--- src/sv/ppsch_pkg.sv ---
package ppsch_pkg;

  localparam int PROCS = 16;
  localparam int IDX_W = (PROCS > 1) ? $clog2(PROCS) : 1;
  localparam int CNT_W = $clog2(PROCS + 1);

  typedef logic [IDX_W-1:0] idx_t;
  typedef logic [CNT_W-1:0] cnt_t;

  localparam logic [1:0] KIND_LOAD    = 2'd0;
  localparam logic [1:0] KIND_TICK    = 2'd1;
  localparam logic [1:0] KIND_RESTART = 2'd2;

  localparam logic [2:0] ST_LOADED   = 3'd0;
  localparam logic [2:0] ST_FULL     = 3'd1;
  localparam logic [2:0] ST_BADBURST = 3'd2;
  localparam logic [2:0] ST_IDLE     = 3'd3;
  localparam logic [2:0] ST_RAN      = 3'd4;
  localparam logic [2:0] ST_DONE     = 3'd5;

  typedef enum logic [2:0] {
    S_IDLE,
    S_SCAN,
    S_RUN,
    S_CALC,
    S_EMIT
  } state_t;

  typedef struct packed {
    logic [15:0] id;
    logic [15:0] arrival;
    logic [15:0] burst;
    logic [7:0]  prio;
  } entry_t;

  typedef struct packed {
    logic wr_en;
    logic dec_en;
    logic restart;
  } cell_ctl_t;

  // best candidate so far, handed from cell to cell
  typedef struct packed {
    logic        found;
    logic [7:0]  prio;
    idx_t        idx;
    logic [15:0] id;
    logic [15:0] arrival;
    logic [15:0] burst;
    logic [15:0] left;
  } carry_t;

endpackage

--- src/sv/ppsch_cell.sv ---
module ppsch_cell (
  input  logic                 clk,
  input  logic                 rst_n,
  input  ppsch_pkg::idx_t      idx,
  input  ppsch_pkg::cell_ctl_t ctl,
  input  ppsch_pkg::entry_t    ld_data,
  input  logic [31:0]          clock_now,
  input  ppsch_pkg::carry_t    cin,
  output ppsch_pkg::carry_t    cout
);

  logic              valid_r;
  ppsch_pkg::entry_t ent_r;
  logic [15:0]       left_r;
  ppsch_pkg::carry_t cout_r;
  ppsch_pkg::carry_t cout_nxt;
  logic              eligible;
  logic              take;

  always_ff @(posedge clk) begin
    if (!rst_n) begin
      valid_r <= 1'b0;
    end else if (ctl.wr_en) begin
      valid_r <= 1'b1;
    end
  end

  always_ff @(posedge clk) begin
    if (ctl.wr_en) begin
      ent_r  <= ld_data;
      left_r <= ld_data.burst;
    end else if (ctl.restart && valid_r) begin
      left_r <= ent_r.burst;
    end else if (ctl.dec_en) begin
      left_r <= left_r - 16'd1;
    end
  end

  // strict less-than keeps the earlier-loaded entry on a tie
  always_comb begin
    eligible = valid_r && ({16'd0, ent_r.arrival} <= clock_now) && (left_r != 16'd0);
    take     = eligible && (!cin.found || (ent_r.prio < cin.prio));
    cout_nxt = cin;
    if (take) begin
      cout_nxt.found   = 1'b1;
      cout_nxt.prio    = ent_r.prio;
      cout_nxt.idx     = idx;
      cout_nxt.id      = ent_r.id;
      cout_nxt.arrival = ent_r.arrival;
      cout_nxt.burst   = ent_r.burst;
      cout_nxt.left    = left_r;
    end
  end

  always_ff @(posedge clk) begin
    cout_r <= cout_nxt;
  end

  assign cout = cout_r;

endmodule

--- src/sv/preemptive_priority_scheduler_top.sv ---
// load, restart and reserved items: result valid 1 cycle after acceptance
// tick items: result valid PROCS + 2 cycles after acceptance (18), one more when the entry completes
// next item taken the cycle after the result is posted: 2 cycles per load, PROCS + 3 per tick
// the tick time is set by the carry walking the cell chain, one cell per cycle
// one item at a time; a finished result waits in the output register and a stall holds the input
// rst_n (synchronous, active low) clears the table, entry count and time counter
module preemptive_priority_scheduler_top (
  input  logic        clk,
  input  logic        rst_n,
  input  logic        in_valid,
  output logic        in_ready,
  input  logic [1:0]  in_kind,
  input  logic [15:0] in_proc_id,
  input  logic [15:0] in_arrival,
  input  logic [15:0] in_burst,
  input  logic [7:0]  in_prio,
  output logic        out_valid,
  input  logic        out_ready,
  output logic [2:0]  out_status,
  output logic [15:0] out_ran_id,
  output logic [31:0] out_now,
  output logic [31:0] out_finish_time,
  output logic [31:0] out_turnaround,
  output logic [31:0] out_waiting
);

  ppsch_pkg::state_t state_r, state_nxt;
  ppsch_pkg::cnt_t   count_r, count_nxt;
  ppsch_pkg::idx_t   scan_r, scan_nxt;
  logic [31:0]       clock_r, clock_nxt;
  logic [31:0]       clock_sat;

  logic [2:0]  res_status_r, res_status_nxt;
  logic [15:0] res_id_r, res_id_nxt;
  logic [31:0] res_now_r, res_now_nxt;
  logic [31:0] res_fin_r, res_fin_nxt;
  logic [31:0] res_tat_r, res_tat_nxt;
  logic [31:0] res_wt_r, res_wt_nxt;
  logic [15:0] res_burst_r, res_burst_nxt;

  logic        out_valid_r, out_valid_nxt;
  logic [2:0]  out_status_r, out_status_nxt;
  logic [15:0] out_id_r, out_id_nxt;
  logic [31:0] out_now_r, out_now_nxt;
  logic [31:0] out_fin_r, out_fin_nxt;
  logic [31:0] out_tat_r, out_tat_nxt;
  logic [31:0] out_wt_r, out_wt_nxt;

  logic [ppsch_pkg::PROCS-1:0] wr_en;
  logic [ppsch_pkg::PROCS-1:0] dec_en;
  logic                        restart;

  ppsch_pkg::entry_t ld_data;
  ppsch_pkg::carry_t chain [ppsch_pkg::PROCS+1];
  ppsch_pkg::carry_t best;

  assign ld_data = '{id: in_proc_id, arrival: in_arrival, burst: in_burst, prio: in_prio};
  assign chain[0] = '0;
  assign best     = chain[ppsch_pkg::PROCS];

  for (genvar g = 0; g < ppsch_pkg::PROCS; g++) begin : g_cell
    ppsch_pkg::cell_ctl_t ctl;
    assign ctl = '{wr_en: wr_en[g], dec_en: dec_en[g], restart: restart};
    ppsch_cell u_cell (
      .clk       (clk),
      .rst_n     (rst_n),
      .idx       (ppsch_pkg::idx_t'(g)),
      .ctl       (ctl),
      .ld_data   (ld_data),
      .clock_now (clock_r),
      .cin       (chain[g]),
      .cout      (chain[g+1])
    );
  end

  assign clock_sat = (clock_r == 32'hFFFF_FFFF) ? clock_r : clock_r + 32'd1;
  assign in_ready  = (state_r == ppsch_pkg::S_IDLE);

  always_ff @(posedge clk) begin
    if (!rst_n) begin
      state_r     <= ppsch_pkg::S_IDLE;
      count_r     <= '0;
      clock_r     <= '0;
      out_valid_r <= 1'b0;
    end else begin
      state_r     <= state_nxt;
      count_r     <= count_nxt;
      clock_r     <= clock_nxt;
      out_valid_r <= out_valid_nxt;
    end
  end

  always_ff @(posedge clk) begin
    scan_r       <= scan_nxt;
    res_status_r <= res_status_nxt;
    res_id_r     <= res_id_nxt;
    res_now_r    <= res_now_nxt;
    res_fin_r    <= res_fin_nxt;
    res_tat_r    <= res_tat_nxt;
    res_wt_r     <= res_wt_nxt;
    res_burst_r  <= res_burst_nxt;
    out_status_r <= out_status_nxt;
    out_id_r     <= out_id_nxt;
    out_now_r    <= out_now_nxt;
    out_fin_r    <= out_fin_nxt;
    out_tat_r    <= out_tat_nxt;
    out_wt_r     <= out_wt_nxt;
  end

  always_comb begin
    state_nxt      = state_r;
    count_nxt      = count_r;
    scan_nxt       = scan_r;
    clock_nxt      = clock_r;
    res_status_nxt = res_status_r;
    res_id_nxt     = res_id_r;
    res_now_nxt    = res_now_r;
    res_fin_nxt    = res_fin_r;
    res_tat_nxt    = res_tat_r;
    res_wt_nxt     = res_wt_r;
    res_burst_nxt  = res_burst_r;
    out_valid_nxt  = out_valid_r;
    out_status_nxt = out_status_r;
    out_id_nxt     = out_id_r;
    out_now_nxt    = out_now_r;
    out_fin_nxt    = out_fin_r;
    out_tat_nxt    = out_tat_r;
    out_wt_nxt     = out_wt_r;
    wr_en          = '0;
    dec_en         = '0;
    restart        = 1'b0;

    if (out_valid_r && out_ready) begin
      out_valid_nxt = 1'b0;
    end

    unique case (state_r)
      ppsch_pkg::S_IDLE: begin
        if (in_valid) begin
          res_fin_nxt = '0;
          res_tat_nxt = '0;
          res_wt_nxt  = '0;
          res_id_nxt  = '0;
          res_now_nxt = clock_r;
          state_nxt   = ppsch_pkg::S_EMIT;
          unique case (in_kind)
            ppsch_pkg::KIND_LOAD: begin
              res_id_nxt = in_proc_id;
              if (in_burst == 16'd0) begin
                res_status_nxt = ppsch_pkg::ST_BADBURST;
              end else if (count_r == ppsch_pkg::cnt_t'(ppsch_pkg::PROCS)) begin
                res_status_nxt = ppsch_pkg::ST_FULL;
              end else begin
                wr_en[count_r[ppsch_pkg::IDX_W-1:0]] = 1'b1;
                count_nxt      = count_r + 1'b1;
                res_status_nxt = ppsch_pkg::ST_LOADED;
              end
            end
            ppsch_pkg::KIND_TICK: begin
              scan_nxt  = '0;
              state_nxt = ppsch_pkg::S_SCAN;
            end
            ppsch_pkg::KIND_RESTART: begin
              restart        = 1'b1;
              clock_nxt      = '0;
              res_now_nxt    = '0;
              res_status_nxt = ppsch_pkg::ST_IDLE;
            end
            default: begin
              res_status_nxt = ppsch_pkg::ST_IDLE;
            end
          endcase
        end
      end
      ppsch_pkg::S_SCAN: begin
        // S_SCAN waits until the carry has passed every cell
        scan_nxt = scan_r + 1'b1;
        if (scan_r == ppsch_pkg::idx_t'(ppsch_pkg::PROCS - 1)) begin
          state_nxt = ppsch_pkg::S_RUN;
        end
      end
      ppsch_pkg::S_RUN: begin
        clock_nxt     = clock_sat;
        res_now_nxt   = clock_sat;
        res_fin_nxt   = '0;
        res_tat_nxt   = '0;
        res_wt_nxt    = '0;
        res_burst_nxt = best.burst;
        state_nxt     = ppsch_pkg::S_EMIT;
        if (!best.found) begin
          res_status_nxt = ppsch_pkg::ST_IDLE;
          res_id_nxt     = '0;
        end else begin
          dec_en[best.idx] = 1'b1;
          res_id_nxt       = best.id;
          if (best.left == 16'd1) begin
            res_status_nxt = ppsch_pkg::ST_DONE;
            res_fin_nxt    = clock_sat;
            res_tat_nxt    = clock_sat - {16'd0, best.arrival};
            state_nxt      = ppsch_pkg::S_CALC;
          end else begin
            res_status_nxt = ppsch_pkg::ST_RAN;
          end
        end
      end
      ppsch_pkg::S_CALC: begin
        // waiting would only go negative once the time counter has saturated; it is clamped to zero
        res_wt_nxt = (res_tat_r >= {16'd0, res_burst_r}) ?
                     res_tat_r - {16'd0, res_burst_r} : 32'd0;
        state_nxt  = ppsch_pkg::S_EMIT;
      end
      ppsch_pkg::S_EMIT: begin
        if (!out_valid_r || out_ready) begin
          out_valid_nxt  = 1'b1;
          out_status_nxt = res_status_r;
          out_id_nxt     = res_id_r;
          out_now_nxt    = res_now_r;
          out_fin_nxt    = res_fin_r;
          out_tat_nxt    = res_tat_r;
          out_wt_nxt     = res_wt_r;
          state_nxt      = ppsch_pkg::S_IDLE;
        end
      end
      default: begin
        state_nxt = ppsch_pkg::S_IDLE;
      end
    endcase
  end

  assign out_valid       = out_valid_r;
  assign out_status      = out_status_r;
  assign out_ran_id      = out_id_r;
  assign out_now         = out_now_r;
  assign out_finish_time = out_fin_r;
  assign out_turnaround  = out_tat_r;
  assign out_waiting     = out_wt_r;

endmodule

--- config.mk ---
export PLATFORM = sky130hd
export DESIGN_NAME = preemptive_priority_scheduler_top
export DESIGN_NICKNAME = d
export VERILOG_FILES = /design/src/sv/ppsch_pkg.sv /design/src/sv/ppsch_cell.sv /design/src/sv/preemptive_priority_scheduler_top.sv
export SDC_FILE = /design/constraint.sdc
export NUM_CORES = 2
export LEC_CHECK = 0
export BUFFER_PORTS_ARGS = -buffer_cell sky130_fd_sc_hd__buf_2
export CAP_MARGIN = 20
export CORE_ASPECT_RATIO = 1.5
export CORE_UTILIZATION = 30
export CTS_CLUSTER_DIAMETER = 80
export DETAILED_ROUTE_END_ITERATION = 6
export GPL_TIMING_DRIVEN = 1
export SYNTH_ARGS = -nofsm -noshare
export SYNTH_HDL_FRONTEND = slang
export SYNTH_SLANG_ARGS = --single-unit
--- constraint.sdc ---
create_clock -name clk -period 7 [get_ports clk]
set_input_delay 0.35 -clock clk [delete_from_list [all_inputs] [get_ports clk]]
set_output_delay 0.35 -clock clk [all_outputs]
set_load 0.01 [all_outputs]
==> flow_metrics.env <==
export IMPL_setup_ws_ns=1.547
export IMPL_placed_cells=12610
export IMPL_cts_hold_buffers=44
export IMPL_cts_root_buffer="clkbuf_16"
export IMPL_vias=61950
export IMPL_clock_latency_ns=0.90
export IMPL_grt_pass1_wl_mm=406.7
export IMPL_drv_cap=0
export IMPL_cts_path_max_buffers=4
export IMPL_failed_checks="design-rule violations"
export IMPL_status="complete, but fails checks"
export IMPL_numCtsBuffers=268
export IMPL_gr_usage_all_layers=0.1491
export IMPL_hold_viol=0
export IMPL_seq_area_frac_synth=0.6495
export IMPL_synth_edf_count=1466
export IMPL_synth_ff_type="edfxtp_1"
export IMPL_wirelength_mm=272.3
export IMPL_arrival_ns=6.05
export IMPL_final_util=0.3467
export IMPL_critical_path_class="flip-flop to flip-flop"
export IMPL_cp_max_fo=11
export IMPL_relSlewSlack=0.2431
export IMPL_grt_setup_unrepaired="false"
export IMPL_place_ws_ns=1.580
export IMPL_grt_overflow_total=0
export IMPL_htree_levels=5
export IMPL_critPathCaptureType="flip-flop"
export IMPL_synth_seq_cells=2732
export IMPL_syn_num_nets=8341
export IMPL_grt_pass1_vias=66000
export IMPL_synthesis_yosys_warnings=0
export IMPL_io_buffer_count=210
export IMPL_cts_clk_slew_worst_paths_ns=0.07
export IMPL_powerDensity_nw_per_um2=273.3
export IMPL_start_util=0.3010
export IMPL_p_total_mw=33.62
export IMPL_avgSynthCellArea_um2=13.58
export IMPL_antenna_found_initial=29
export IMPL_layout_nets=8682
export IMPL_ant_nets=0
export IMPL_cts_setup_buffers=0
export IMPL_cp_required_ns=7.59
export IMPL_dieArea_um2=358400
export IMPL_max_freq_ghz=0.1834
export IMPL_gp_congestion=0.8467
export IMPL_cts_tree="yes"
export IMPL_vias_per_cell=4.711
export IMPL_min_period_over_period=0.7790
export IMPL_stdcell_count=13150
export IMPL_setup_viol=0
export IMPL_area_growth_pct=15.17
export IMPL_dr_pass1_iters=7
export IMPL_nFillCells=34360
export IMPL_async_reset_ff_frac=0
export IMPL_post_dp_hpwl_mm=188.2
export IMPL_grt_max_degree=76
export IMPL_ys_types=93
export IMPL_core_um2=354800
export IMPL_synthCells=7862
export IMPL_p_leak_nw=46.20
export IMPL_fp_dieH_um=732.8
export IMPL_cts_resized=0
export IMPL_cts_sinks=2732
export IMPL_pin_count=211
export IMPL_critPathLaunchType="flip-flop"
export IMPL_max_vdd_ir_drop_mv=0.1699
export IMPL_drcViolationCount=2
export IMPL_hp_class="primary input to flip-flop"
export IMPL_die_w_um=489.2
export IMPL_fin_skew_ns=0.05388
export IMPL_drtIter0Drc=3684
export IMPL_fin_tns_setup_ns=0
export IMPL_drv_slew=0
export IMPL_drive_gt1_frac=0.2196
export IMPL_tightest_slew_ns=1.135
export IMPL_rows=268
export IMPL_synth_area_um2=106800
export IMPL_routedWlPerCell_um=20.71
export IMPL_post_route_min_period_ns=5.453
-- layout by cell type (no fill, tap or decap), drive strengths merged, types with 13 or more instances in the layout --
cell / synthesis / final
or3: 44 / 44
o221ai: 13 / 13
and2: 26 / 26
mux2: 1083 / 1083
o31a: 20 / 20
dlygate4sd3: 0 / 44
nor3: 92 / 92
a21oi: 161 / 161
dfxtp: 1266 / 1266
o31ai: 45 / 45
nand2: 622 / 622
clkbuf: 184 / 371
a211oi: 28 / 28
nor3b: 15 / 15
clkinv: 1 / 68
o21ai: 609 / 609
or4: 41 / 41
a21boi: 81 / 81
xor2: 90 / 90
nor2: 282 / 282
ha: 415 / 415
inv: 274 / 288
nand2b: 70 / 70
o21a: 44 / 44
a21o: 109 / 109
edfxtp: 1466 / 1466
nor2b: 48 / 48
bufinv: 0 / 15
o211ai: 21 / 21
xnor2: 160 / 160
nand3: 83 / 83
nor4: 73 / 73
a22o: 18 / 18
nand4: 82 / 82
or2: 18 / 18
diode: 0 / 14
buf: 140 / 351
-- sequential cells by signal, summed over array words and instances, names as in the netlist --
signal	cells
clock_r	32
count_r	5
g_cell.u_cell.cout	1209
g_cell.u_cell.ent_r	896
g_cell.u_cell.left_r	256
g_cell.u_cell.valid_r	16
out_finish_time	32
out_now	32
out_ran_id	16
out_status	3
out_turnaround	32
out_valid	1
out_waiting	32
res_burst_r	16
res_fin_r	32
res_id_r	16
res_now_r	32
res_status_r	3
res_tat_r	32
res_wt_r	32
scan_r	4
state_r	3
-- stage by stage --
step | hold WS (ns) | cell area, um^2
after floorplan | 0.3855 | 106800
after global placement | 0.3891 | 113600
after detailed placement | 0.3895 | 113700
after CTS | 0.01611 | 122800
after global routing | 0.03229 | 123000
final | 0.04495 | 123000
-- cells in the mapped netlist (85+ instances only) --
cell,number,area [um^2]
dfxtp_1,1266,25340
nor2_1,282,1059
nor3_1,85,425.4
a21o_1,109,818.3
mux2_2,962,10830
nand2_1,622,2335
xnor2_1,159,1393
clkbuf_1,183,686.9
a21oi_1,161,805.8
o21ai_0,606,3033
mux2_1,91,1025
inv_1,273,1025
edfxtp_1,1466,44020
xor2_1,90,788.3
ha_1,415,5192
-- logic make-up (layout without fill, tap and decap cells) --
| group | Yosys count | in the layout | share of synthesized area |
|---|---|---|---|
| AOI/OAI and AO/OA | 1233 | 1233 | 0.07102 |
| xor gates and xnor gates | 250 | 250 | 0.02068 |
| adders and majority gates | 417 | 417 | 0.04899 |
| buffers and inverters | 599 | 1148 | 0.02397 |
| DFF | 2732 | 2732 | 0.6495 |
| muxes | 1092 | 1092 | 0.1161 |
| other | 0 | 14 | 0 |
| and+or+nand+nor | 1539 | 1539 | 0.06978 |
-- where the power goes --
part	switching [mW]	internal [mW]
sequential	0.239	17.4
clock	6.13	8.16
combinational	0.972	0.673
-- path summary, 6_finish.rpt --
check | startpoint | to | slack (ns) | cells past startpoint
hold reg to reg | g_cell[11].u_cell.cout[67]$_SDFF_PP1_ | g_cell[12].u_cell.cout[67]$_SDFF_PP1_ | 0.38 | 1
setup / recovery | clock_r[1]$_SDFFE_PN0P_ | res_tat_r[26]$_SDFFCE_PN0P_ | 1.55 | 16
setup reg to reg | clock_r[1]$_SDFFE_PN0P_ | res_tat_r[26]$_SDFFCE_PN0P_ | 1.55 | 16
hold / removal | in_burst[2] | g_cell[6].u_cell.ent_r[10]$_DFFE_PP_ | 0.04 | 2
-- layer usage --
layer	global-route usage	up-vias	routed length, um
li1	-	29300	-
met1	0.1540	30700	100200
met2	0.2885	1357	149100
met3	0.02081	592	10160
met4	0.07234	6	12830
met5	0	-	34
-- layout make-up --
class,count,area (um^2),area share
sequential,2732,69370,0.5639
multi-input combinational,4531,35200,0.2862
clock buffer,371,7555,0.06142
tap,4725,5912,0.04806
timing repair buffer,395,2833,0.02303
clock inverter,107,1057,0.008595
inverter,275,1049,0.008524
antenna,14,35.03,0.0002848
-- critical path: stages (launching register included) --
cell	delay, ns
dfxtp_1	0.43
ha_1	0.25
nand3_1	0.22
or3_1	0.56
nor3_2	0.70
nor2_1	0.14
xnor2_1	0.31
inv_1	0.10
ha_1	0.36
o21ai_0	0.24
o21ai_0	0.16
a211oi_1	0.35
o21ai_0	0.23
a311oi_2	0.60
nand4_1	0.20
xnor2_1	0.23
nor2_1	0.07
(Power assumes the default switching activity.)
